`config.mk`:
```
export PLATFORM = sky130hd
export DESIGN_NAME = dmx_htp_div
export DESIGN_NICKNAME = d
export VERILOG_FILES = /design/src/hw/rtl/dmx_htp_merge_engine_assert.svh /design/src/hw/rtl/dmx_htp_pkg.sv /design/src/hw/rtl/dmx_htp_div.sv
export SDC_FILE = /design/constraint.sdc
export NUM_CORES = 1
export LEC_CHECK = 0
export BUFFER_PORTS_ARGS = -buffer_cell sky130_fd_sc_hd__clkbuf_2
export CELL_PAD_IN_SITES_DETAIL_PLACEMENT = 1
export CELL_PAD_IN_SITES_GLOBAL_PLACEMENT = 1
export CORE_MARGIN = 5
export CORE_UTILIZATION = 49
export CTS_CLUSTER_DIAMETER = 80
export CTS_CLUSTER_SIZE = 12
export DETAILED_ROUTE_END_ITERATION = 6
export HOLD_SLACK_MARGIN = 0.05
export PLACE_DENSITY_LB_ADDON = 0.3
export SLEW_MARGIN = 20
export SYNTH_ARGS = -nofsm -noshare
export SYNTH_HDL_FRONTEND = slang
export SYNTH_SLANG_ARGS = --single-unit
```
`constraint.sdc`:
```
create_clock -name clk -period 9.82 [get_ports clk]
set_clock_uncertainty 0.1 [all_clocks]
set_input_delay 1.473 -clock clk [delete_from_list [all_inputs] [get_ports clk]]
set_output_delay 1.473 -clock clk [all_outputs]
set_load 0.01 [all_outputs]
```
`src/hw/rtl/dmx_htp_merge_engine_assert.svh`:
```
// Assertion macros shared by the DMX HTP merge engine RTL.
// No dependencies; taken in by `include where assertions are written.
`ifndef DMX_HTP_MERGE_ENGINE_ASSERT_SVH
`define DMX_HTP_MERGE_ENGINE_ASSERT_SVH

// Same-cycle implication, disabled while reset is asserted.
`define DMX_HTP_ASSERT_SAME(label, clk, rst_n, ante, cons) \
	label: assert property (@(posedge clk) disable iff (!(rst_n)) (ante) |-> (cons)) \
		else $error("dmx_htp: same-cycle check failed");

// Next-cycle implication, disabled while reset is asserted.
`define DMX_HTP_ASSERT_NEXT(label, clk, rst_n, ante, cons) \
	label: assert property (@(posedge clk) disable iff (!(rst_n)) (ante) |=> (cons)) \
		else $error("dmx_htp: next-cycle check failed");

`endif

```
`src/hw/rtl/dmx_htp_pkg.sv`:
```
// Package for the DMX HTP merge engine: field widths, codes, FSM types, structs.
// No dependencies.
package dmx_htp_pkg;

	localparam int UNIVERSES_DEF = 4;
	localparam int CHANNELS_DEF  = 512;

	localparam int UNIV_W  = 2;
	localparam int CHAN_W  = 9;
	localparam int LEVEL_W = 16;
	localparam int VALUE_W = 8;
	localparam int PROD_W  = LEVEL_W + VALUE_W;

	localparam logic [VALUE_W-1:0] DMX_FULL = 8'hFF;

	// quotient bits resolved one per iteration
	localparam int DIV_STEPS = VALUE_W;
	localparam int DIV_CNT_W = $clog2(DIV_STEPS);

	typedef enum logic {
		CMD_CONTRIBUTE = 1'b0,
		CMD_COMMIT     = 1'b1
	} cmd_t;

	typedef enum logic [2:0] {
		ST_CLEAR,
		ST_IDLE,
		ST_DIV,
		ST_WRITE
	} seq_state_t;

	typedef enum logic [1:0] {
		DIV_IDLE,
		DIV_CHECK,
		DIV_ITER,
		DIV_DONE
	} div_state_t;

	typedef struct packed {
		logic               start;
		logic [LEVEL_W-1:0] level;
		logic [LEVEL_W-1:0] full_scale;
	} div_ctl_t;

	typedef struct packed {
		logic               done;
		logic [VALUE_W-1:0] value;
		logic               sat;
	} div_res_t;

endpackage

```
`src/hw/rtl/dmx_htp_div.sv`:
```
// Iterative level scaler: level*255/full_scale, saturated at 255, one shared subtractor.
// Depends on dmx_htp_pkg.
module dmx_htp_div (
	input  logic                  clk,
	input  logic                  arst_n,
	input  dmx_htp_pkg::div_ctl_t ctl,
	output dmx_htp_pkg::div_res_t res
);

	localparam int LW = dmx_htp_pkg::LEVEL_W;
	localparam int VW = dmx_htp_pkg::VALUE_W;
	localparam int PW = dmx_htp_pkg::PROD_W;
	localparam int CW = dmx_htp_pkg::DIV_CNT_W;

	dmx_htp_pkg::div_state_t state_q, state_d;

	logic [LW-1:0] rem_q;
	logic [VW-1:0] low_q;
	logic [LW-1:0] full_q;
	logic          sat_q;
	logic [CW-1:0] cnt_q;

	logic [PW-1:0] prod;
	logic [LW:0]   sub_a;
	logic [LW+1:0] diff;
	logic          borrow;

	// level*255 as (level<<8) - level
	assign prod = {ctl.level, {VW{1'b0}}} - {{VW{1'b0}}, ctl.level};

	// shared subtractor: range check first, then one quotient bit per step
	assign sub_a  = (state_q == dmx_htp_pkg::DIV_CHECK) ? {1'b0, rem_q} : {rem_q, low_q[VW-1]};
	assign diff   = {1'b0, sub_a} - {2'b00, full_q};
	assign borrow = diff[LW+1];

	always_comb begin
		state_d = state_q;
		case (state_q)
			dmx_htp_pkg::DIV_IDLE: begin
				if (ctl.start) state_d = dmx_htp_pkg::DIV_CHECK;
			end
			dmx_htp_pkg::DIV_CHECK: begin
				state_d = borrow ? dmx_htp_pkg::DIV_ITER : dmx_htp_pkg::DIV_DONE;
			end
			dmx_htp_pkg::DIV_ITER: begin
				if (cnt_q == CW'(dmx_htp_pkg::DIV_STEPS - 1)) state_d = dmx_htp_pkg::DIV_DONE;
			end
			dmx_htp_pkg::DIV_DONE: begin
				state_d = dmx_htp_pkg::DIV_IDLE;
			end
			default: begin
				state_d = dmx_htp_pkg::DIV_IDLE;
			end
		endcase
	end

	always_comb begin
		res.done  = (state_q == dmx_htp_pkg::DIV_DONE);
		res.sat   = sat_q;
		res.value = sat_q ? dmx_htp_pkg::DMX_FULL : low_q;
	end

	always_ff @(posedge clk or negedge arst_n) begin
		if (!arst_n) begin
			state_q <= dmx_htp_pkg::DIV_IDLE;
			cnt_q   <= '0;
		end else begin
			state_q <= state_d;
			if (state_q == dmx_htp_pkg::DIV_ITER) cnt_q <= cnt_q + CW'(1);
			else cnt_q <= '0;
		end
	end

	always_ff @(posedge clk) begin
		case (state_q)
			dmx_htp_pkg::DIV_IDLE: begin
				if (ctl.start) begin
					rem_q  <= prod[PW-1:VW];
					low_q  <= prod[VW-1:0];
					full_q <= ctl.full_scale;
				end
			end
			dmx_htp_pkg::DIV_CHECK: begin
				// quotient >= 256 iff high part >= divisor; zero divisor lands here too
				sat_q <= !borrow;
			end
			dmx_htp_pkg::DIV_ITER: begin
				if (!borrow) begin
					rem_q <= diff[LW-1:0];
					low_q <= {low_q[VW-2:0], 1'b1};
				end else begin
					rem_q <= sub_a[LW-1:0];
					low_q <= {low_q[VW-2:0], 1'b0};
				end
			end
			default: begin
			end
		endcase
	end

endmodule

```
### Yosys cells after proc, flatten, opt, wreduce, memory -nomap -nowiden

Cells that the tools add are included.

* add/sub/neg operators: 3
* multiply operators: 0
* bitwise logic cells: 0
* $lt $le $gt $ge: 0
* div/mod/pow operators: 0
* equal/unequal tests: 6
* shift operators: 0
* muxes and demuxes: 13
* reduce and logical (&&, ||, !) cells: 6

Operator list (count)
* $mux W16: 2
* $pmux W16 S2: 1
* $sub A24 B16 Y24: 1
* $sub A17 B16 Y18: 1
* $mux W17: 1
* $mux W8: 2
* $pmux W8 S2: 1
* $pmux W2 S4: 1
* $reduce_and A2 Y1: 3
* $eq A2 B2 Y1 const B: 2
* $mux W2: 2
* $ne A2 B2 Y1 const B: 2
* $add A3 B1 Y3 const B: 1
* $eq A3 B3 Y1 const B: 1
* $mux W3: 1
* $eq A2 B1 Y1 const B: 1
* $logic_not A2 Y1: 1
* $mux W1: 2
* $reduce_bool A2 Y1: 1
* $logic_not A1 Y1: 1

* bits in read-only memories: 0
* output and inout bits: 10
* word-level logic and storage cells: 34
* register bits after elaboration: 46
* RAM bits: 0
* memories: 0
* bits in latches: 0

### Depth between registers and ports, before layout

* word-level depth: 5
* depth in mapped cells: 15

### Least setup slack after synthesis

Ideal clock, no wire load.

* path type: register -> register
* from: register state_q[1]
* to: register rem_q[15], data pin
* clock period less this slack: 3.710 ns
* cell stages (with the launch flop): 14
* library setup time: 0.256 ns
* buffers on the path: 3
* path slack: 6.110 ns
* data required time: 9.464 ns
* data arrival time: 3.354 ns
* cell sequence: dfrtp_1 > inv_1 > ha_1 > clkbuf_1 > buf_1 > mux2_2 > ha_1 > o211ai_1 > a211oi_1 > o41ai_4 > o21ai_2 > buf_4 > o22ai_1 > a41o_1

* cells in the longest elaborated chain, start to end: 5

RTL lines
* start: declaration: line dmx_htp_div.sv:15 `dmx_htp_pkg::div_state_t state_q, state_d;`
* start signal: assignment: line dmx_htp_div.sv:65 `state_q <= dmx_htp_pkg::DIV_IDLE;`
* start signal: assignment: line dmx_htp_div.sv:68 `state_q <= state_d;`
* $eq A2 B1 Y1: line dmx_htp_div.sv:32 `assign sub_a = (state_q == dmx_htp_pkg::DIV_CHECK) ? {1'b0, rem_q} : {rem_q, low_q[VW-1]};`
* $mux W17: line dmx_htp_div.sv:32
* $sub A17 B16 Y18: line dmx_htp_div.sv:33 `assign diff = {1'b0, sub_a} - {2'b00, full_q};`
* $mux W16: line dmx_htp_div.sv:88 `if (!borrow) begin`
* $pmux W16 S2 (*): line dmx_htp_div.sv:75 `case (state_q)`
* end signal: assignment: line dmx_htp_div.sv:78 `rem_q <= prod[PW-1:VW];`
* end signal: assignment: line dmx_htp_div.sv:89 `rem_q <= diff[LW-1:0];`
* end signal: assignment: line dmx_htp_div.sv:92 `rem_q <= sub_a[LW-1:0];`
* end: declaration: line dmx_htp_div.sv:17 `logic [LW-1:0] rem_q;`

Mark *: on every way between the ends. The rest lies on a longest branch, timed or not.
A chain may end at the register's enable or synchronous reset.

### Worst setup path in the final report

* from: register state_q[1]
* to: register rem_q[0], data pin

The elaborated chain is that of the path after synthesis.

==> summary.md <==
| Metric | Value |
|---|---|
| HPWL Detailed | about 7.3 mm |
| Inst Count DP | 509 |
| CP Max Fanout | 23 |
| Power per Cell Area | ~370 nW/um^2 |
| Initial Util | 0.5051 |
| DRT Pass-1 Iters | 4 |
| GRT Total Usage | 0.2061 |
| Worst slew pin tran | around 0.92 ns |
| Vias in the first global route | 3259 |
| Critical Path Source | state_q[1]$_DFFE_PN0P_ |
| I/O Pins | 45 |
| CP Data Required Time | ~9.9 ns |
| CTS Hold Buffers Added | 0 |
| Worst r2r src | state_q[1]$_DFFE_PN0P_ |
| Commonest non-fill, non-tap cell in the layout | clkbuf_2 |
| Setup tns final | 0 ns |
| Fmax achieved | 0.2256 GHz |
| Die area | approximately 9400 sq um |
| Max-slew violations | 0 |
| Share of cells above drive strength 1 | 0.2129 |
| Drt total wl | ~9.7 mm |
| IO Port Bufs | between 40 and 50 |
| Clock sink count | 46 |
| Async SR Flop Fraction | 0.1087 |
| CP arrival | between 4 and 5 ns |
| Via Count | roughly 3000 |
| Yosys reg bits | between 40 and 50 |
| Syn-to-layout area delta | 11.75% |
| Most frequent cells in the layout | clkbuf_2, edfxtp_1, inv_1 |
| Multi-input logic area | about 2100 sq um |
| FF+latch area | 1356 sq um |
| Vert. Die Dim | 96.71 um |
| Kind of critical path | register to register |
| Startpoint class of the critical path | register |
| Syn_nets | ~440 |
| Remaining antenna violation count | 0 |
| WL/cell | around 19 um |
| Initial antenna violation count | 0 |
| # setup viols final | 0 |
| Skew-Pair Late Insertion Delay | 0.31 ns |
| RSZ-0062 raised after global routing | false |
| Final Critical Period | approximately 4.4 ns |
| Clk slew on worst S/H paths | ~0.090 ns |
| Initial drt markers | ~120 |
| Total core area | 7292 sq um |
| H-Tree Depth | 2 |
| Cell Area, Synth | around 3700 sq um |
| R2R Setup Slk | about 5.4 ns |
| Layout filler cell count | between 800 and 900 |
| Worst Hold Class | register to register |
| Final non-filler cell total | 517 |
| Max_cap viols | 0 |
| Post-cts resize count | 0 |
| Leading area contributor after synthesis | edfxtp_1 |
| Largest net degree at the start of global routing | between 50 and 60 |
| CTS tree | done |
| Final Wtd Congestion | about 0.86 |
| Row cnt | 31 |
| Clk buf depth | 2 |
| Vias per cell | 5.868 |
| Synthesis Warnings | 0 |
| CP Capture Point | rem_q[0]$_DFFE_PP_ |
| Slew HR | 0.3886 |
| Fin. Hold Viols | 0 |
| Register area share after synthesis | 0.3682 |
| Critical path endpoint category | register |
| Status | finished clean |
| Final #Nets | 484 |
| Clk root buf | clkbuf_8 |
| Main synth FF type | edfxtp_1 |
| Leakage | roughly 1.8 nW |
| Register-to-Register Path Depth | 11 |
| Chip Width | a little under 100 um |
| Post-synthesis cell type count | 60 |
| Global-route wire length before repair | ~16 mm |
| GRT overflow | 0 |
| Diodes inserted | 0 |
| Cells after synthesis | 374 |
| Syn Area/Cell | ~9.8 sq um |
| EDFF count, synth | approximately 40 |
| Ranking of synthesized cells by area | edfxtp_1, ha_1, mux2_2 |
| Reg2reg end | rem_q[0]$_DFFE_PP_ |
| Remaining DRCs | 0 |
| Num CTS Buffers | 5 |
| Post-CTS Setup Bufs | 0 |
| Final worst path period share | 0.4514 |
| Share of the synthesized area in the top cell type | 0.3342 |
| VDD IR max | approximately 0.00015 V |
## how the worst min path moves through the flow
stage,start,to,slack (ns),cells past startpoint
floorplan,cnt_q[0]$_DFF_PN0_,cnt_q[0]$_DFF_PN0_,0.30,1
global placement,cnt_q[0]$_DFF_PN0_,cnt_q[0]$_DFF_PN0_,0.32,1
detailed placement,cnt_q[0]$_DFF_PN0_,cnt_q[0]$_DFF_PN0_,0.36,1
CTS,cnt_q[0]$_DFF_PN0_,cnt_q[0]$_DFF_PN0_,0.38,1
global route,cnt_q[0]$_DFF_PN0_,cnt_q[0]$_DFF_PN0_,0.38,1
finish,cnt_q[0]$_DFF_PN0_,cnt_q[0]$_DFF_PN0_,0.37,1
## Yosys cell counts (6+ instances only)
cell type	count
edfxtp_1	41
inv_1	39
a21oi_1	31
ha_1	31
nand2_1	23
nor2_1	21
xor2_1	17
mux2_2	16
xnor2_1	14
mux2i_1	12
o21ai_0	11
or2_2	10
a211oi_1	8
a21o_1	6
nand3_1	6
## metrics by stage
step	setup slack, ns	instance area (sq um)	util	hold WS, ns	total power, mW
after floorplan	6.110	3684	-	0.3031	1.120
after global placement	5.339	3999	0.5484	0.3186	1.313
after detailed placement	5.186	3999	0.5484	0.3639	1.362
after CTS	5.145	4109	0.5635	0.3778	1.515
after global routing	5.141	4116	0.5645	0.3799	1.636
final	5.387	4116	0.5645	0.3695	1.518
## cell families (layout without fill, tap and decap cells)
family / count (synthesis) / in the layout / share of synthesized area
multiplexers: 29 / 29 / 0.08458
AO/OA/AOI/OAI: 101 / 101 / 0.1882
XOR/XNOR: 31 / 31 / 0.07371
flip-flops: 46 / 46 / 0.3682
buffers and inverters: 49 / 93 / 0.05265
adder cells (fa/ha/maj): 32 / 32 / 0.1107
AND/OR/NAND/NOR: 86 / 86 / 0.1219
## sequential cells by signal, indices dropped and copies added, names as in the netlist
register,count
full_q,16
rem_q,16
low_q,8
cnt_q,3
state_q,2
sat_q,1
## worst max-delay path, stage by stage, from the launching register on
cell and delay [ns]:
dfrtp_1 0.44, inv_1 0.12, ha_1 0.76, mux2_2 0.46, ha_1 0.28, nor2b_1 0.18
o211ai_1 0.16, a211oi_1 0.44, o41ai_4 0.17, o21ai_4 0.63, mux2_1 0.39, a21oi_1 0.14
## area by class of cell
cell class	count	area share
sequential	46	0.3295
tap	99	0.03009
timing repair buffer	46	0.05714
clock buffer	8	0.02675
inverter	39	0.03556
multi-input combinational	279	0.5210
## report_power, final
| group | internal (mW) | leakage [nW] | switching [mW] |
|---|---|---|---|
| Sequential | 0.332 | 0.450 | 0.0432 |
| Clock | 0.0713 | 0.0575 | 0.0704 |
| Combinational | 0.409 | 1.27 | 0.592 |
## routing by layer
layer | track usage | up-vias | wire length, um
li1 | - | 1458 | -
met4 | 0.07883 | 0 | 280
met1 | 0.2431 | 1471 | 4128
met3 | 0.03525 | 24 | 379
met5 | 0 | - | 0
met2 | 0.3710 | 81 | 4888
(Power assumes the default switching activity.)
